--- src/hdl/settled_sample_averager_defines.svh ---
// ----------------------------------------------------------------------------
// settled_sample_averager_defines
// Assertion macros shared by the settled sample averager modules.
// ----------------------------------------------------------------------------
`ifndef SETTLED_SAMPLE_AVERAGER_DEFINES_SVH
`define SETTLED_SAMPLE_AVERAGER_DEFINES_SVH

// Same-cycle implication, disabled while reset is asserted.
`define SSA_ASSERT_IMPLY(lbl, clk, rst_n, ante, cons, msg) \
    lbl: assert property (@(posedge clk) disable iff (!rst_n) (ante) |-> (cons)) \
        else $error(msg);

// Next-cycle implication, disabled while reset is asserted.
`define SSA_ASSERT_NEXT(lbl, clk, rst_n, ante, cons, msg) \
    lbl: assert property (@(posedge clk) disable iff (!rst_n) (ante) |=> (cons)) \
        else $error(msg);

`endif

--- src/hdl/ssa_pkg.sv ---
// ----------------------------------------------------------------------------
// ssa_pkg
// Widths, constants and controller/datapath interface types.
// ----------------------------------------------------------------------------
package ssa_pkg;

    localparam int unsigned RAW_W  = 16;
    localparam int unsigned CNT_W  = 8;
    localparam int unsigned SUM_W  = 23;
    localparam int unsigned AVG_W  = 15;
    localparam int unsigned STL_W  = 2;

    localparam int unsigned SETTLE_READS_DEF = 2;
    localparam logic [CNT_W-1:0] SAMPLE_COUNT_RST = 8'd8;

    localparam logic [RAW_W-1:0] REJECT_LIMIT = 16'h7FFF;
    localparam logic [AVG_W-1:0] AVG_MAX      = 15'd32766;

    // One quotient bit per step of the restoring divider.
    localparam int unsigned DIV_STEPS = SUM_W;
    localparam int unsigned STEP_W    = $clog2(DIV_STEPS);

    typedef struct packed {
        logic ld_item;   // accept an input item into the burst state
        logic div_step;  // advance the divider by one quotient bit
        logic ld_out;    // load the saturated quotient into the output register
    } t_cmd;

    typedef struct packed {
        logic ends_burst; // the offered item closes the current burst
    } t_sts;

endpackage

--- src/hdl/ssa_dp.sv ---
// ----------------------------------------------------------------------------
// ssa_dp
// Burst state, accumulator, configuration register and serial divider.
// ----------------------------------------------------------------------------
`include "settled_sample_averager_defines.svh"

module ssa_dp #(
    parameter int unsigned SETTLE_READS = ssa_pkg::SETTLE_READS_DEF
) (
    input  logic                      i_clk,
    input  logic                      i_rst_n,
    input  logic                      i_cfg_valid,
    input  logic [ssa_pkg::CNT_W-1:0] i_cfg_sample_count,
    input  logic [ssa_pkg::RAW_W-1:0] i_raw_sample,
    input  logic                      i_start_req,
    input  ssa_pkg::t_cmd             i_cmd,
    output ssa_pkg::t_sts             o_sts,
    output logic [ssa_pkg::AVG_W-1:0] o_average
);
    import ssa_pkg::*;

    logic [CNT_W-1:0] r_sample_count;
    logic             r_in_burst, n_in_burst;
    logic [STL_W-1:0] r_settle, n_settle;
    logic [CNT_W-1:0] r_taken, n_taken;
    logic [SUM_W-1:0] r_sum, n_sum;

    logic [SUM_W-1:0] r_quo, n_quo;
    logic [CNT_W-1:0] r_rem, n_rem;
    logic [CNT_W-1:0] r_den;
    logic [AVG_W-1:0] r_average;

    // Effective burst state after a possible start
    logic             eff_in_burst;
    logic [STL_W-1:0] eff_settle;
    logic [CNT_W-1:0] eff_taken;
    logic [SUM_W-1:0] eff_sum;
    logic [SUM_W-1:0] acc_sum;
    logic [CNT_W-1:0] acc_taken;
    logic [CNT_W-1:0] count;
    logic             counting;
    logic             ends;

    logic [CNT_W:0]   trial;
    logic [CNT_W:0]   diff;
    logic             ge;

    always_comb begin
        count        = (r_sample_count == '0) ? CNT_W'(1) : r_sample_count;
        eff_in_burst = i_start_req | r_in_burst;
        eff_settle   = i_start_req ? STL_W'(SETTLE_READS) : r_settle;
        eff_taken    = i_start_req ? '0 : r_taken;
        eff_sum      = i_start_req ? '0 : r_sum;
        acc_sum      = (i_raw_sample < REJECT_LIMIT)
                     ? eff_sum + SUM_W'(i_raw_sample) : eff_sum;
        acc_taken    = eff_taken + CNT_W'(1);
        counting     = eff_in_burst && (eff_settle == '0);
        ends         = counting && (acc_taken >= count);
        o_sts.ends_burst = ends;
    end

    always_comb begin
        n_in_burst = r_in_burst;
        n_settle   = r_settle;
        n_taken    = r_taken;
        n_sum      = r_sum;
        if (i_cmd.ld_item && eff_in_burst) begin
            n_in_burst = 1'b1;
            n_taken    = eff_taken;
            n_sum      = eff_sum;
            n_settle   = eff_settle;
            if (eff_settle != '0) begin
                n_settle = eff_settle - STL_W'(1);
            end else if (ends) begin
                n_in_burst = 1'b0;
                n_taken    = '0;
                n_sum      = '0;
            end else begin
                n_taken = acc_taken;
                n_sum   = acc_sum;
            end
        end
    end

    always_ff @(posedge i_clk) begin
        if (!i_rst_n) begin
            r_sample_count <= SAMPLE_COUNT_RST;
            r_in_burst     <= 1'b0;
            r_settle       <= '0;
            r_taken        <= '0;
            r_sum          <= '0;
        end else begin
            if (i_cfg_valid) begin
                r_sample_count <= i_cfg_sample_count;
            end
            r_in_burst <= n_in_burst;
            r_settle   <= n_settle;
            r_taken    <= n_taken;
            r_sum      <= n_sum;
        end
    end

    // Restoring division, one quotient bit per step
    always_comb begin
        trial = {r_rem, r_quo[SUM_W-1]};
        diff  = trial - {1'b0, r_den};
        ge    = (trial >= {1'b0, r_den});
        n_rem = ge ? diff[CNT_W-1:0] : trial[CNT_W-1:0];
        n_quo = {r_quo[SUM_W-2:0], ge};
    end

    always_ff @(posedge i_clk) begin
        if (i_cmd.ld_item && ends) begin
            r_quo <= acc_sum;
            r_rem <= '0;
            r_den <= count;
        end else if (i_cmd.div_step) begin
            r_quo <= n_quo;
            r_rem <= n_rem;
        end
        if (i_cmd.ld_out) begin
            r_average <= (r_quo > SUM_W'(AVG_MAX)) ? AVG_MAX : r_quo[AVG_W-1:0];
        end
    end

    assign o_average = r_average;

    `SSA_ASSERT_IMPLY(a_rem_below_den, i_clk, i_rst_n, i_cmd.div_step, r_rem < r_den, "divider remainder out of range")
    `SSA_ASSERT_IMPLY(a_idle_clear, i_clk, i_rst_n, !r_in_burst, (r_taken == '0) && (r_sum == '0), "stale burst state outside a burst")
    `SSA_ASSERT_NEXT(a_avg_sat, i_clk, i_rst_n, i_cmd.ld_out, r_average <= AVG_MAX, "average above saturation limit")

endmodule

--- src/hdl/ssa_ctrl.sv ---
// ----------------------------------------------------------------------------
// ssa_ctrl
// Sequencer for item intake, serial division and result hand-off.
// ----------------------------------------------------------------------------
`include "settled_sample_averager_defines.svh"

module ssa_ctrl (
    input  logic          i_clk,
    input  logic          i_rst_n,
    input  logic          i_in_valid,
    output logic          o_in_stall,
    output logic          o_out_valid,
    input  logic          i_out_stall,
    input  ssa_pkg::t_sts i_sts,
    output ssa_pkg::t_cmd o_cmd
);
    import ssa_pkg::*;

    typedef enum logic [2:0] {
        ST_IDLE = 3'b001,
        ST_DIV  = 3'b010,
        ST_OUT  = 3'b100
    } t_state;

    t_state            r_state, n_state;
    logic [STEP_W-1:0] r_step, n_step;
    logic              r_out_valid, n_out_valid;
    logic              in_xfer;
    logic              out_free;

    assign o_in_stall = (r_state != ST_IDLE);
    assign in_xfer    = i_in_valid && !o_in_stall;
    assign out_free   = !r_out_valid || !i_out_stall;

    always_comb begin
        n_state      = r_state;
        n_step       = r_step;
        o_cmd        = '0;
        o_cmd.ld_item = in_xfer;
        unique case (r_state)
            ST_IDLE: begin
                n_step = '0;
                if (in_xfer && i_sts.ends_burst) begin
                    n_state = ST_DIV;
                end
            end
            ST_DIV: begin
                o_cmd.div_step = 1'b1;
                n_step         = r_step + STEP_W'(1);
                if (r_step == STEP_W'(DIV_STEPS - 1)) begin
                    n_state = ST_OUT;
                end
            end
            ST_OUT: begin
                if (out_free) begin
                    o_cmd.ld_out = 1'b1;
                    n_state      = ST_IDLE;
                end
            end
            default: begin
                n_state = ST_IDLE;
            end
        endcase
        n_out_valid = o_cmd.ld_out || (r_out_valid && i_out_stall);
    end

    always_ff @(posedge i_clk) begin
        if (!i_rst_n) begin
            r_state     <= ST_IDLE;
            r_step      <= '0;
            r_out_valid <= 1'b0;
        end else begin
            r_state     <= n_state;
            r_step      <= n_step;
            r_out_valid <= n_out_valid;
        end
    end

    assign o_out_valid = r_out_valid;

    `SSA_ASSERT_NEXT(a_end_starts_div, i_clk, i_rst_n, in_xfer && i_sts.ends_burst, r_state == ST_DIV, "burst end did not start division")
    `SSA_ASSERT_NEXT(a_result_held, i_clk, i_rst_n, r_out_valid && i_out_stall, r_out_valid, "stalled result dropped")
    `SSA_ASSERT_IMPLY(a_step_range, i_clk, i_rst_n, r_state == ST_DIV, r_step < STEP_W'(DIV_STEPS), "divider step count overrun")
    `SSA_ASSERT_IMPLY(a_load_free, i_clk, i_rst_n, o_cmd.ld_out, out_free, "result loaded over a pending one")

endmodule

--- src/hdl/settled_sample_averager.sv ---
// ----------------------------------------------------------------------------
// settled_sample_averager
// Burst averager: drop settling reads, sum in-range reads, divide by count.
// ----------------------------------------------------------------------------
// Input channel (i_in_valid / o_in_stall): one converter word per transfer,
// with i_start_req marking the first word of a burst. The first SETTLE_READS
// words of a burst are dropped, the next sample_count words are counted and
// only words below 0x7FFF are summed. Words outside a burst are ignored.
// Output channel (o_out_valid / i_out_stall): one average per burst, the sum
// divided by sample_count (1 if zero), truncated and saturated at 32766.
// Config channel (i_cfg_valid / o_cfg_ready): writes sample_count; always
// ready. Write it only while the block is idle.
// A word that does not close a burst is taken without a stall. The word
// that closes a burst starts a restoring divider that yields one quotient
// bit per cycle, then the output register is loaded with the result; the
// input stalls while the division runs and until that load. If the receiver
// stalls, the result is held in the output register; further words are
// taken until another division finishes, which then waits for the
// register to drain. Reset clears the burst state, drops any pending
// result and sets sample_count to 8.
// ----------------------------------------------------------------------------
module settled_sample_averager #(
    parameter int unsigned SETTLE_READS = ssa_pkg::SETTLE_READS_DEF
) (
    input  logic                      i_clk,
    input  logic                      i_rst_n,
    // configuration write
    input  logic                      i_cfg_valid,
    output logic                      o_cfg_ready,
    input  logic [ssa_pkg::CNT_W-1:0] i_cfg_sample_count,
    // input words
    input  logic                      i_in_valid,
    output logic                      o_in_stall,
    input  logic [ssa_pkg::RAW_W-1:0] i_raw_sample,
    input  logic                      i_start_req,
    // averages
    output logic                      o_out_valid,
    input  logic                      i_out_stall,
    output logic [ssa_pkg::AVG_W-1:0] o_average
);
    import ssa_pkg::*;

    t_cmd cmd;
    t_sts sts;

    // The register is a plain flop, so every write transfer completes at once.
    assign o_cfg_ready = 1'b1;

    ssa_ctrl u_ctrl (
        .i_clk       (i_clk),
        .i_rst_n     (i_rst_n),
        .i_in_valid  (i_in_valid),
        .o_in_stall  (o_in_stall),
        .o_out_valid (o_out_valid),
        .i_out_stall (i_out_stall),
        .i_sts       (sts),
        .o_cmd       (cmd)
    );

    ssa_dp #(
        .SETTLE_READS (SETTLE_READS)
    ) u_dp (
        .i_clk              (i_clk),
        .i_rst_n            (i_rst_n),
        .i_cfg_valid        (i_cfg_valid),
        .i_cfg_sample_count (i_cfg_sample_count),
        .i_raw_sample       (i_raw_sample),
        .i_start_req        (i_start_req),
        .i_cmd              (cmd),
        .o_sts              (sts),
        .o_average          (o_average)
    );

endmodule
--- config.mk ---
export PLATFORM = sky130hd
export DESIGN_NAME = settled_sample_averager
export DESIGN_NICKNAME = d
export VERILOG_FILES = /design/src/hdl/ssa_pkg.sv /design/src/hdl/ssa_dp.sv /design/src/hdl/ssa_ctrl.sv /design/src/hdl/settled_sample_averager.sv
export VERILOG_INCLUDE_DIRS = /design/src /design/src/hdl
export SDC_FILE = /design/constraint.sdc
export NUM_CORES = 1
export LEC_CHECK = 0
export BUFFER_PORTS_ARGS = -buffer_cell sky130_fd_sc_hd__clkbuf_2
export CELL_PAD_IN_SITES_DETAIL_PLACEMENT = 0
export CELL_PAD_IN_SITES_GLOBAL_PLACEMENT = 1
export CORE_MARGIN = 2
export CORE_UTILIZATION = 47
export DETAILED_ROUTE_END_ITERATION = 6
export GPL_ROUTABILITY_DRIVEN = 0
export PLACE_DENSITY = 0.82
export SETUP_SLACK_MARGIN = 0.02
export SYNTH_ARGS = -nofsm -noshare
export SYNTH_HDL_FRONTEND = slang
export SYNTH_SLANG_ARGS = --single-unit
--- constraint.sdc ---
create_clock -name i_clk -period 7.3 [get_ports i_clk]
set_input_delay 1.46 -clock i_clk [delete_from_list [all_inputs] [get_ports i_clk]]
set_output_delay 1.46 -clock i_clk [all_outputs]
set_load 0.02 [all_outputs]
Yosys cells after proc, flatten, opt, wreduce, memory -nomap -nowiden
Index checks and enable logic that the tools add are counted.
{"block": "op_classes", "n_reduce_logical": 17, "shifts": 0, "multipliers": 0, "div": 0, "addsub": 5, "bitwise": 1, "n_lt_le_gt_ge": 4, "eq_ne": 8, "muxes": 23}
{"operator": "two-way mux 23 bit", "n": 6}
{"operator": "two-way mux 8 bit", "n": 5}
{"operator": "adder 23 x 16 -> 23 bit", "n": 1}
{"operator": "greater-than comparator 23 x 15 -> 1 bit, second input constant", "n": 1}
{"operator": "< comparator 16 x 15 -> 1 bit, second input constant", "n": 1}
{"operator": "one-hot mux 5 bit (2 select lines)", "n": 1}
{"operator": "greater-or-equal comparator 9 x 8 -> 1 bit", "n": 1}
{"operator": "two-way mux 3 bit", "n": 3}
{"operator": "one-hot mux 3 bit (3 select lines)", "n": 1}
{"operator": "adder 8 x 1 -> 8 bit, second input constant", "n": 1}
{"operator": "greater-or-equal comparator 8 bit", "n": 1}
{"operator": "logical NOT 8 bit", "n": 1}
{"operator": "subtractor 8 bit", "n": 1}
{"operator": "logical AND 1 bit", "n": 6}
{"operator": "!= test 2 x 1 -> 1 bit, second input constant", "n": 3}
{"operator": "nonzero test 2 bit", "n": 3}
{"operator": "adder 5 x 1 -> 5 bit, second input constant", "n": 1}
{"operator": "== test 5 bit, second input constant", "n": 1}
{"operator": "two-way mux 1 bit", "n": 5}
{"operator": "two-way mux 2 bit", "n": 2}
{"operator": "== test 3 x 1 -> 1 bit, second input constant", "n": 1}
{"operator": "== test 3 x 2 -> 1 bit, second input constant", "n": 1}
{"operator": "== test 3 bit, second input constant", "n": 1}
{"operator": "logical NOT 1 bit", "n": 3}
{"operator": "other kinds (6)", "n": 7}
{"block": "word_totals", "latchBits": 0, "memories": 0, "in_bits": 30, "out_inout_bits": 18, "mem_bits_rw": 0, "reg_bits": 105, "wordCells": 70, "mem_bits_ro": 0}

Logic depth before layout (Yosys ltp)
Gate-level depths: netlist of the first run.
{"block": "logic_depth", "ltp_word": 7, "ltp_mapped": 20, "mapped_depth_nobuf": 15}

Modules after synthesis
Synthesis of the first run repeated with hierarchy kept, for this count alone.
{"block": "unflattened", "cells_unflattened": 783, "hier_area_um2": 6831.6}
{"mod": "ssa_dp", "seq_area_each_um2": 2382.3, "cells_each": 709, "area_each_um2": 6229.7, "n_inst": 1}
{"mod": "ssa_ctrl", "seq_area_each_um2": 180.2, "cells_each": 72, "area_each_um2": 590.6, "n_inst": 1}
{"mod": "settled_sample_averager", "seq_area_each_um2": 0.0, "cells_each": 2, "area_each_um2": 11.3, "n_inst": 1}

Worst setup path after synthesis of the first run
OpenSTA, ideal clock, no wires.
{"block": "synth_timing", "path_type": "input to register", "from": "in i_start_req", "to": "reg u_dp.r_quo[0] (enable)", "path_buffers": 6, "t_arrival_ps": 5157, "path_stages": 18, "setup_slack_ps": 1724, "t_required_ps": 6881, "setup_ps": 419, "cell_sequence": "buf_6 clkbuf_1 clkbuf_1 clkbuf_1 nor2b_1 ha_1 nand3_1 or3_1 a21oi_1 ha_1 a41o_1 a21oi_1 o21ai_1 a31oi_1 or3_1 clkbuf_1 buf_1 nand2_1"}
{"block": "synth_between", "elab_chain_len": 6, "elab_cells_between_ends": 10, "cone_classes": "add/sub (1); order compare (1); mux (2); bitwise (1); reduce/logical (5)"}
{"item": "start: declaration", "line_no": "settled_sample_averager.sv:35", "text": "input logic i_start_req,"}
{"item": "two-way mux 8 bit or two-way mux 2 bit (tied branches)", "line_no": "ssa_dp.sv:52, ssa_dp.sv:51"}
{"item": "adder 8 x 1 -> 8 bit or logical NOT 2 bit (tied branches)", "line_no": "ssa_dp.sv:56, ssa_dp.sv:57"}
{"item": "greater-or-equal comparator 8 bit or logical AND 1 bit (tied branches)", "line_no": "ssa_dp.sv:58, ssa_dp.sv:57"}
{"item": "logical AND 1 bit *", "line_no": "ssa_dp.sv:58", "text": "ends = counting && (acc_taken >= count);"}
{"item": "logical AND 1 bit *", "line_no": "ssa_dp.sv:113", "text": "if (i_cmd.ld_item && ends) begin"}
{"item": "nonzero test 2 bit (no source line) *"}
{"item": "end signal: assignment", "line_no": "ssa_dp.sv:114", "text": "r_quo <= acc_sum;"}
{"item": "end signal: assignment", "line_no": "ssa_dp.sv:118", "text": "r_quo <= n_quo;"}
{"item": "end: declaration", "line_no": "ssa_dp.sv:28", "text": "logic [SUM_W-1:0] r_quo, n_quo;"}
Every way passes the cells marked *; elsewhere a longest branch is shown, timed or not.
A chain may end at the register's enable or synchronous reset.

Worst setup path in the final report of the first run
{"block": "layout_timing", "from": "in i_start_req", "to": "reg u_dp.r_quo[12] (data pin)"}
{"block": "layout_between", "elab_chain_len": 6, "elab_cells_between_ends": 13, "cone_classes": "add/sub (2); order compare (1); mux (5); bitwise (1); reduce/logical (4)"}
{"item": "two-way mux 8 bit or two-way mux 2 bit (tied branches)", "line_no": "ssa_dp.sv:52, ssa_dp.sv:51"}
{"item": "adder 8 x 1 -> 8 bit or logical NOT 2 bit (tied branches)", "line_no": "ssa_dp.sv:56, ssa_dp.sv:57"}
{"item": "greater-or-equal comparator 8 bit or logical AND 1 bit (tied branches)", "line_no": "ssa_dp.sv:58, ssa_dp.sv:57"}
{"item": "logical AND 1 bit", "line_no": "ssa_dp.sv:58"}
{"item": "logical AND 1 bit", "line_no": "ssa_dp.sv:113"}
{"item": "two-way mux 23 bit *", "line_no": "ssa_dp.sv:113"}
Marks and branches as above.

==> impl_results.rst, run 1 <==
.. list-table::
   :header-rows: 1

   * - Metric
     - Value
   * - Crit. End Element
     - flop
   * - Synth Instances
     - between 700 and 800
   * - Via count of the first global-routing pass
     - around 4,800
   * - Async S/R FF share, synth
     - 0
   * - Worst min path class
     - flop to flop
   * - Dominant register cell in the synthesized netlist
     - sky130_fd_sc_hd__dfxtp_1
   * - Share of cells above drive strength 1
     - 0.1107
   * - Critical path startpoint
     - i_start_req
   * - Beginning of the worst hold path
     - u_dp.r_sample_count[3]$_SDFFE_PN1P_
   * - Worst slew margin
     - 0.2081
   * - Max-slew violations
     - 0
   * - DRC
     - 0
   * - Number of distinct library cells after synthesis
     - 75
   * - Setup repair after global routing missed its margin
     - false
   * - Post-place instance area
     - 0.006738 mm²
   * - Post-synthesis net count
     - 787
   * - Crit Path Max Fanout
     - 25
   * - Upper clock frequency limit
     - a little under 200 MHz
   * - CP max-delay cell
     - sky130_fd_sc_hd__or3_1
   * - Post-route setup TNS
     - 0 ns
   * - Yosys top cell area share
     - 0.2149
   * - Cts bufs inserted
     - 9
   * - Antenna Nets Post-Route
     - 0
   * - Initial standard-cell utilization of the core
     - 0.4834
   * - Clk Latency, worst-skew pair
     - 0.35 ns
   * - Top cells by instance count after synthesis
     - sky130_fd_sc_hd__dfxtp_1, sky130_fd_sc_hd__nand2_1, sky130_fd_sc_hd__a21oi_1, sky130_fd_sc_hd__nor2_1, sky130_fd_sc_hd__edfxtp_1
   * - Number of inserted diodes
     - 0
   * - DP Worst Slack
     - between 1.5 and 2 ns
   * - Synth-to-Final Area Change
     - 9.052%
   * - Total setup violations reported at the end of the flow
     - 0
   * - Number of enable-type register cells in the synthesized netlist
     - between 40 and 50
   * - All-layer global routing usage
     - 0.2121
   * - Layout net count
     - roughly 810
   * - Critical path, cell by cell
     - clkbuf_2, nor2b_1, ha_1, nand3_1, or3_1, a21oi_1, ha_1, a41o_1, a21oi_1, o21ai_1, a31oi_1, buf_4, or3_1, inv_2, and3_1, a21o_1, a31o_2
   * - Detailed Place HPWL
     - 11,220 µm
   * - Count of cells resized by post-cts repair
     - 0
   * - Synthesized area divided by synthesized cell count
     - 8.865 µm²
   * - Required time of the critical path
     - ~7.4 ns
   * - Clock skew after layout
     - ~0.0094 ns
   * - Number of buffers added on ports
     - between 40 and 50
   * - Cell type with the largest total area after synthesis
     - sky130_fd_sc_hd__edfxtp_1
   * - Die height
     - roughly 120 µm
   * - Portion of the post-synthesis area used by sequential elements
     - 0.3987
   * - Minimum setup slack in the final design
     - approximately 2.1 ns
   * - Lkg Pwr
     - 0.002732 µW
   * - Global-route wire length before repair
     - roughly 24,000 µm
   * - Count of clock tree sinks
     - 105
   * - Number of detailed-route iterations in the first pass
     - 5
   * - Maximum number of pins on one net before global-route repair
     - 49
   * - Kind of critical path
     - input pin to flop
   * - Root cell of the clock tree
     - sky130_fd_sc_hd__clkbuf_16
   * - Clock tree from TritonCTS
     - built
   * - Number of hold buffers added after cts
     - 0
   * - Slew at the pin closest to its max-slew limit
     - about 1.2 ns
   * - Via count
     - 5,303
   * - Clock slew at reported path FFs
     - ~0.07 ns
   * - Max incr delay on CP
     - 0.50 ns
   * - Area inside the core boundary
     - ~0.013 mm²
   * - Total power density per cell area
     - approximately 180 mW/mm²
   * - Min Tclk post-route
     - ~5.2 ns
   * - Most repeated cell in the gate-level netlist after synthesis
     - sky130_fd_sc_hd__dfxtp_1
   * - Antenna violations before repair
     - 0
   * - Yosys warning total
     - 0
   * - Std cell rows
     - 42
   * - Detailed Route WL
     - about 15,000 µm
   * - Status
     - finished clean
   * - Summed area of non-filler cells in the final layout
     - ~0.007 mm²
   * - Full die area
     - approximately 0.015 mm²
   * - Total overflow reported by the global router
     - 0
   * - Boundary pin count
     - 48
   * - CP Data Arrival Time
     - 5.32 ns
   * - Start of the worst register-to-register path
     - u_dp.r_taken[0]$_SDFFE_PN0P_
   * - # H-tree levels
     - 3
   * - Number of hold violations in the final report
     - 0
   * - MaxCap Viol Count
     - 0
   * - Maximum clock insertion buffer count
     - 2
   * - Die Wd
     - between 100 and 150 µm
   * - Post-Synthesis Cell Area
     - roughly 0.0064 mm²
   * - Vias/cell
     - approximately 5.7
   * - Total setup buffers inserted after CTS
     - 0
   * - Worst voltage drop across the vdd grid
     - 0.1022 mV
   * - Type of origin of the critical path
     - input pin
   * - Cell types occupying the most area after synthesis
     - sky130_fd_sc_hd__edfxtp_1, sky130_fd_sc_hd__dfxtp_1, sky130_fd_sc_hd__ha_1
   * - Detailed router's first-iteration violation count
     - ~440
   * - Detail-routed net length per standard cell
     - roughly 16 µm
   * - Total of flip-flops plus latches after synthesis
     - ~110
   * - Period Utilization, post-route
     - 0.7130
==> worst paths after layout <==
| kind | endpoint | slack, ns | depth (start not counted) |
|---|---|---|---|
| worst min register to register | u_dp.r_den[3]$_DFFE_PN_ | 0.44 | 0 |
| worst min-delay path | u_dp.r_den[3]$_DFFE_PN_ | 0.44 | 0 |
| worst max register to register | u_dp.r_quo[12]$_DFFE_PP_ | 2.93 | 16 |
| worst max-delay path | u_dp.r_quo[12]$_DFFE_PP_ | 2.09 | 17 |
==> sequential cells by signal, summed over array words and instances, names as in the netlist <==
register and cells:
u_dp.r_den 8, u_dp.r_sample_count 8, u_dp.r_rem 8, u_ctrl.r_step 5
u_dp.o_average 15, u_dp.r_in_burst 1, u_dp.r_sum 23, u_ctrl.r_state 3
u_ctrl.o_out_valid 1, u_dp.r_settle 2, u_dp.r_taken 8, u_dp.r_quo 23
==> critical path: cells and delay by family <==
kind                     cells  cell delay [ns]
buffers and inverters        3             0.70
adder cells (fa/ha/maj)      2             0.51
AO/OA/AOI/OAI                7             1.18
AND/OR/NAND/NOR              5             1.45
==> layout by cell type, fill, tap and decap left out, drive strengths merged, types with 13 or more instances in the layout <==
| master | count |
|---|---|
| o21ai | 60 |
| dfxtp | 59 |
| nand2 | 57 |
| clkbuf | 56 |
| a21oi | 48 |
| nor2 | 47 |
| edfxtp | 46 |
| nor2b | 41 |
| inv | 36 |
| nand3 | 30 |
| ha | 30 |
| or3 | 20 |
| mux2i | 20 |
| xnor2 | 16 |
| xor2 | 16 |
| nand4 | 16 |
| a22oi | 13 |
==> cells by family (layout without fill, tap and decap cells) <==
kind of cell               after synthesis  in the layout  synth area share
buffers and inverters                   77            102           0.04867
AOI/OAI and AO/OA                      184            184            0.1853
DFF                                    105            105            0.3987
muxes                                   23             23           0.03640
and+or+nand+nor                        270            270            0.2204
adders and majority gates               33             33           0.06638
other                                    1              1         0.0005834
xor gates and xnor gates                32             32           0.04360
==> metal layers <==
metal	track usage	vias up	share of wire
li1	-	2650	-
met1	0.3049	2507	0.49
met2	0.3322	135	0.45
met3	0.03148	11	0.045
met4	0.05959	0	0.012
met5	0	-	0
==> metrics by stage <==
step                      utilization  cells  hold slack, ns  power, µW
after detailed placement       0.5068    910          0.4259      829.6
final                          0.5272    926          0.4386       1261
after global routing           0.5272    926          0.4572       1321
after floorplan                     -    725          0.4226      782.3
after global placement         0.5068    910          0.4251      825.3
after CTS                      0.5272    926          0.4454       1274
==> layout make-up <==
cell class / instances / area [µm²]
flip-flops and latches: 105 / 2562
fillers: 1283 / 6286
repair buffers: 52 / 275.3
multi-input cells: 543 / 3552
inverters: 34 / 127.6
well taps: 176 / 220.2
clock buffers: 10 / 229.0
clock inverters: 6 / 42.54
==> report_power, final <==
| part | internal (µW) | switching (µW) | total [µW] | leakage, µW |
|---|---|---|---|---|
| combinational | 72.4 | 108 | 180 | 0.00176 |
| sequential | 625 | 12.8 | 638 | 0.000847 |
| clock | 232 | 211 | 443 | 0.000127 |
Note: power is estimated with default switching activity, not from simulation.
==> inputs of run 2 (changes only) <==
==> constraint.sdc (replaced) <==
create_clock -name i_clk -period 5.1 [get_ports i_clk]
set_input_delay 1.02 -clock i_clk [delete_from_list [all_inputs] [get_ports i_clk]]
set_output_delay 1.02 -clock i_clk [all_outputs]
set_load 0.02 [all_outputs]
==> run 2 against run 1 <==
Final cell count increased by 0.22%. Cell area is 0.57% higher. Critical path depth is 1 lower. Global-route usage is 0.12 points higher. Worst hold slack better by 0.026 ns. Sequential cell count is the same. Critical path type unchanged. Critical endpoint unchanged. Largest cell class unchanged. Largest power group unchanged.
==> impl_results.rst, run 2 (synthesis gave the netlist of run 1 again) <==
.. list-table::
   :header-rows: 1

   * - Metric
     - Value
   * - Worst min path class
     - flop to flop
   * - Full die area
     - approximately 0.015 mm²
   * - Setup repair after global routing missed its margin
     - false
   * - Lkg Pwr
     - approximately 0.0028 µW
   * - Detailed Place HPWL
     - 11,010 µm
   * - Final standard cell utilization of the core
     - 0.5302
   * - Layout net count
     - between 800 and 900
   * - Detailed Route WL
     - 14,740 µm
   * - CP Data Arrival Time
     - between 4 and 5 ns
   * - MaxCap Viol Count
     - 0
   * - Crit Path Max Fanout
     - 13
   * - Global-route wire length before repair
     - around 25,000 µm
   * - Final-layout fill cell count
     - between 1,000 and 1,500
   * - Synth-to-Final Area Change
     - 9.675%
   * - Number of inserted diodes
     - 0
   * - Std cell rows
     - 42
   * - Share of cells above drive strength 1
     - 0.1184
   * - Clk Latency, worst-skew pair
     - between 0.3 and 0.4 ns
   * - Period Utilization, post-route
     - 0.8337
   * - Max incr delay on CP
     - around 0.48 ns
   * - Destination of the critical timing path
     - u_dp.r_quo[12]$_DFFE_PP_
   * - Die height
     - around 120 µm
   * - Worst voltage drop across the vdd grid
     - between 0.15 and 0.2 mV
   * - Start of the worst register-to-register path
     - u_dp.r_taken[0]$_SDFFE_PN0P_
   * - Required time of the critical path
     - 5.22 ns
   * - Crit. End Element
     - flop
   * - DRC
     - 0
   * - Root cell of the clock tree
     - sky130_fd_sc_hd__clkbuf_16
   * - Cts bufs inserted
     - 9
   * - Via count
     - approximately 5,200
   * - Number of hold buffers added after cts
     - 0
   * - Kind of critical path
     - input pin to flop
   * - Type of origin of the critical path
     - input pin
   * - All-layer global routing usage
     - 0.2133
   * - Detail-routed net length per standard cell
     - about 16 µm
   * - Critical path, cell by cell
     - clkbuf_2, nor2b_1, ha_1, nand3_1, or3_1, a21oi_1, ha_1, a41o_1, a21oi_1, o21ai_1, a31oi_1, or3_1, inv_2, and3_1, a21o_1, a31o_2
   * - Area inside the core boundary
     - between 0.01 and 0.015 mm²
   * - Total power density per cell area
     - 262.2 mW/mm²
   * - Min Tclk post-route
     - around 4.3 ns
   * - Total setup buffers inserted after CTS
     - 0
   * - Number of cells on the worst reg-to-reg path
     - 15
   * - Clock slew at reported path FFs
     - 0.08 ns
   * - Worst slew margin
     - 0.2097
   * - Count of clock tree sinks
     - 105
   * - Die Wd
     - ~120 µm
   * - Status
     - finished clean
   * - Count of cells resized by post-cts repair
     - 0
   * - Antenna violations before repair
     - 0
   * - Maximum clock insertion buffer count
     - 2
   * - Detailed router's first-iteration violation count
     - 433
   * - Clock tree from TritonCTS
     - built
   * - Number of hold violations in the final report
     - 0
   * - Critical path startpoint
     - i_start_req
   * - Worst setup slack for register-to-register paths
     - roughly 1.2 ns
   * - Commonest non-fill, non-tap cells in the layout
     - sky130_fd_sc_hd__dfxtp_1, sky130_fd_sc_hd__nand2_1, sky130_fd_sc_hd__nor2_1, sky130_fd_sc_hd__a21oi_1
   * - Antenna Nets Post-Route
     - 0
   * - # H-tree levels
     - 3
   * - Vias/cell
     - roughly 5.7
   * - Upper clock frequency limit
     - between 200 and 250 MHz
   * - Max-slew violations
     - 0
   * - Post-route setup TNS
     - 0 ns
   * - CP max-delay cell
     - sky130_fd_sc_hd__or3_1
   * - Total overflow reported by the global router
     - 0
   * - Maximum number of pins on one net before global-route repair
     - 53
   * - Initial standard-cell utilization of the core
     - 0.4834
   * - Most common cell after layout, fill and taps aside
     - sky130_fd_sc_hd__dfxtp_1
   * - Boundary pin count
     - between 40 and 50
   * - Slew at the pin closest to its max-slew limit
     - between 1 and 1.5 ns
   * - Clock skew after layout
     - between 0.006 and 0.007 ns
   * - Via count of the first global-routing pass
     - between 4,000 and 5,000
   * - Number of detailed-route iterations in the first pass
     - 5
   * - Number of buffers added on ports
     - between 40 and 50
   * - Crit Reg-Reg Endpoint
     - u_dp.r_quo[12]$_DFFE_PP_
   * - Total setup violations reported at the end of the flow
     - 0
## run 2: through the flow
| step | hold WS, ns | cells | total power, µW | worst slack [ns] | instance area (µm²) |
|---|---|---|---|---|---|
| 2_1_floorplan | 0.4226 | 725 | 1120 | 0.1858 | 6430 |
| 3_3_place_gp | 0.4207 | 912 | 1183 | 0.5770 | 6759 |
| 3_5_place_dp | 0.4458 | 912 | 1188 | 0.4537 | 6759 |
| 4_1_cts | 0.4655 | 928 | 1872 | 0.8374 | 7049 |
| 5_1_grt | 0.4874 | 928 | 1939 | 0.5289 | 7049 |
| 6_report | 0.4645 | 928 | 1848 | 0.8480 | 7049 |
## run 2: where the power goes
group	total (µW)	switching (µW)	internal, µW
Combinational	259	156	104
Sequential	912	17.9	894
Clock	677	332	345
## run 2: worst min-delay path by stage
stage | depth (start not counted) | end | startpoint
after floorplan | 1 | u_ctrl.r_step[4]$_SDFFE_PN0N_ | u_ctrl.r_step[4]$_SDFFE_PN0N_
after global placement | 0 | u_dp.r_den[3]$_DFFE_PN_ | u_dp.r_sample_count[3]$_SDFFE_PN1P_
after detailed placement | 0 | u_dp.r_den[3]$_DFFE_PN_ | u_dp.r_sample_count[3]$_SDFFE_PN1P_
after CTS | 0 | u_dp.r_den[3]$_DFFE_PN_ | u_dp.r_sample_count[3]$_SDFFE_PN1P_
after global routing | 0 | u_dp.r_den[3]$_DFFE_PN_ | u_dp.r_sample_count[3]$_SDFFE_PN1P_
final | 0 | u_dp.r_den[3]$_DFFE_PN_ | u_dp.r_sample_count[3]$_SDFFE_PN1P_
## run 2: critical path: cells and delay by family
kind | cells | cell delay, ns
AOI/OAI and AO/OA | 7 | 1.18
adders and majority gates | 2 | 0.50
buffers and inverters | 2 | 0.29
and+or+nand+nor | 5 | 1.37
## run 2: area by class of cell
type,instances,area (µm²),share of cell area
Timing Repair Buffer,54,290.3,0.04118
Clock inverter,7,65.06,0.009230
Inverter,34,127.6,0.01810
Clock buffer,9,225.2,0.03195
Multi-Input combinational cell,543,3558,0.5048
Sequential cell,105,2562,0.3635
Tap cell,176,220.2,0.03124
## run 2: per-layer routing
layer / vias to the layer above / global-route usage / wire (µm) / share of wire
li1: 2661 / - / - / -
met1: 2447 / 0.3020 / 7163 / 0.49
met2: 122 / 0.3308 / 6629 / 0.45
met3: 17 / 0.04417 / 762 / 0.052
met4: 0 / 0.05887 / 185 / 0.013
met5: - / 0 / 0 / 0
==> inputs of run 3 (changes only) <==
==> constraint.sdc (replaced) <==
create_clock -name i_clk -period 4.2 [get_ports i_clk]
set_input_delay 0.84 -clock i_clk [delete_from_list [all_inputs] [get_ports i_clk]]
set_output_delay 0.84 -clock i_clk [all_outputs]
set_load 0.02 [all_outputs]
==> run 3 against run 2 <==
First-iteration DRC count grew 14%. Combinational power up 23%. Register-to-register slack lost 0.48 ns. Largest cell class unchanged. Sequential share of layout area is 0.48 points lower. Critical path type unchanged. Total power increased by 22%. Global-route usage up 0.30 points. Highest routed layer unchanged. Worst hold slack got worse by 0.022 ns.
==> impl_results.rst, run 3 (synthesis gave the netlist of run 1 again) <==
.. list-table::
   :header-rows: 1

   * - Metric
     - Value
   * - Required time of the critical path
     - about 4.5 ns
   * - Count of clock tree sinks
     - roughly 110
   * - Worst slew margin
     - 0.1978
   * - DRC
     - 0
   * - Area inside the core boundary
     - 0.01330 mm²
   * - Via count of the first global-routing pass
     - between 5,000 and 6,000
   * - # H-tree levels
     - 3
   * - Total overflow reported by the global router
     - 0
   * - All-layer global routing usage
     - 0.2163
   * - Detailed Route WL
     - approximately 15,000 µm
   * - Std cell rows
     - between 40 and 50
   * - Detailed router's first-iteration violation count
     - 492
   * - Most common cell after layout, fill and taps aside
     - sky130_fd_sc_hd__dfxtp_1
   * - Clock slew at reported path FFs
     - about 0.070 ns
   * - Number of detailed-route iterations in the first pass
     - 5
   * - Clk Latency, worst-skew pair
     - between 0.3 and 0.4 ns
   * - Cts bufs inserted
     - 9
   * - Global-route wire length before repair
     - 25,230 µm
   * - Full die area
     - 0.01463 mm²
   * - Die Wd
     - roughly 120 µm
   * - Synth-to-Final Area Change
     - 11.13%
   * - Antenna violations before repair
     - 0
   * - Min Tclk post-route
     - roughly 3.7 ns
   * - Maximum clock insertion buffer count
     - 2
   * - Post-place instance area
     - ~0.0068 mm²
   * - Initial standard-cell utilization of the core
     - 0.4834
   * - Period Utilization, post-route
     - 0.8747
   * - Count of cells resized by post-cts repair
     - 0
   * - Number of inserted diodes
     - 0
   * - Total setup violations reported at the end of the flow
     - 0
   * - Setup repair after global routing missed its margin
     - false
   * - MaxCap Viol Count
     - 0
   * - Crit. End Element
     - flop
   * - DP Worst Slack
     - 0.1954 ns
   * - Clock skew after layout
     - around 0.0077 ns
   * - Number of buffers added on ports
     - 46
   * - Worst min path class
     - flop to flop
   * - Vias/cell
     - 5.687
   * - Root cell of the clock tree
     - sky130_fd_sc_hd__clkbuf_16
   * - Detail-routed net length per standard cell
     - 15.99 µm
   * - Upper clock frequency limit
     - approximately 270 MHz
   * - Type of origin of the critical path
     - input pin
   * - Share of cells above drive strength 1
     - 0.1304
   * - Status
     - finished clean
   * - Overall Power
     - ~2200 µW
   * - Maximum number of pins on one net before global-route repair
     - 48
   * - Layout net count
     - 816
   * - Number of hold buffers added after cts
     - 0
   * - Slew at the pin closest to its max-slew limit
     - about 1.2 ns
   * - Total setup buffers inserted after CTS
     - 0
   * - Post-route setup TNS
     - 0 ns
   * - Summed area of non-filler cells in the final layout
     - between 0.007 and 0.008 mm²
   * - Worst voltage drop across the vdd grid
     - 0.2584 mV
   * - Final-layout worst hold slack
     - ~0.44 ns
   * - Detailed Place HPWL
     - ~11,000 µm
   * - Clock tree from TritonCTS
     - built
   * - Crit Path Max Fanout
     - 10
   * - Commonest non-fill, non-tap cells in the layout
     - sky130_fd_sc_hd__dfxtp_1, sky130_fd_sc_hd__nand2_1, sky130_fd_sc_hd__nor2_1
   * - Max-slew violations
     - 0
   * - Lkg Pwr
     - about 0.0028 µW
   * - Kind of critical path
     - input pin to flop
   * - Total power density per cell area
     - between 300 and 400 mW/mm²
   * - Die height
     - around 120 µm
   * - Via count
     - between 5,000 and 6,000
   * - Minimum setup slack in the final design
     - between 0.5 and 0.6 ns
   * - Antenna Nets Post-Route
     - 0
   * - Boundary pin count
     - 48
   * - Number of hold violations in the final report
     - 0
   * - CP Data Arrival Time
     - 3.97 ns
run 3: cell types whose count changed in the layout (fill, tap and decap cells not counted), sizes merged:
| cell | before | now |
|---|---|---|
| inv | 40 | 38 |
| buf | 8 | 15 |
| clkinvlp | 1 | 2 |
| clkinv | 0 | 1 |
run 3: final cells by class:
cell class              count  area [µm²]
fillers                  1249        6152
multi-input cells         543        3583
flip-flops and latches    105        2562
repair buffers             61       355.3
clock buffers               9       225.2
well taps                 176       220.2
inverters                  34       127.6
clock inverters             7       68.82
run 3: stage by stage:
step | cells | utilization
final | 935 | 0.5373
after global routing | 935 | 0.5373
after CTS | 935 | 0.5368
after detailed placement | 919 | 0.5147
after global placement | 919 | 0.5147
after floorplan | 725 | -
run 3: power breakdown:
part	switching (µW)	internal, µW
Sequential	22.5	1090
Combinational	188	131
Clock	404	418
run 3: per-layer routing:
| metal | global-route usage | vias to the layer above | share of wire |
|---|---|---|---|
| met5 | 0 | - | 0 |
| met2 | 0.3346 | 132 | 0.45 |
| met1 | 0.3006 | 2498 | 0.48 |
| met4 | 0.05669 | 0 | 0.011 |
| li1 | - | 2673 | - |
| met3 | 0.05686 | 14 | 0.058 |
run 3: final timing paths:
path / startpoint / cells past startpoint / to / slack, ns
min reg2reg: u_dp.r_sample_count[3]$_SDFFE_PN1P_ / 0 / u_dp.r_den[3]$_DFFE_PN_ / 0.44
min: u_dp.r_sample_count[3]$_SDFFE_PN1P_ / 0 / u_dp.r_den[3]$_DFFE_PN_ / 0.44
max reg2reg: u_dp.r_taken[0]$_SDFFE_PN0P_ / 15 / u_dp.r_sum[9]$_SDFFE_PN0P_ / 0.69
max: i_start_req / 16 / u_dp.r_sum[9]$_SDFFE_PN0P_ / 0.53
run 3: worst max-delay path: stages:
cell and delay (ns):
sky130_fd_sc_hd__clkbuf_2 0.12, sky130_fd_sc_hd__nor2b_2 0.15, sky130_fd_sc_hd__ha_2 0.20, sky130_fd_sc_hd__nand3_1 0.12, sky130_fd_sc_hd__or3_1 0.34, sky130_fd_sc_hd__a21oi_2 0.16, sky130_fd_sc_hd__ha_1 0.27, sky130_fd_sc_hd__a41o_1 0.22
sky130_fd_sc_hd__a21oi_1 0.11, sky130_fd_sc_hd__o21ai_1 0.09, sky130_fd_sc_hd__a31oi_1 0.24, sky130_fd_sc_hd__buf_4 0.20, sky130_fd_sc_hd__nand3_1 0.07, sky130_fd_sc_hd__nor2_1 0.44, sky130_fd_sc_hd__and2_1 0.27, sky130_fd_sc_hd__a32o_1 0.13
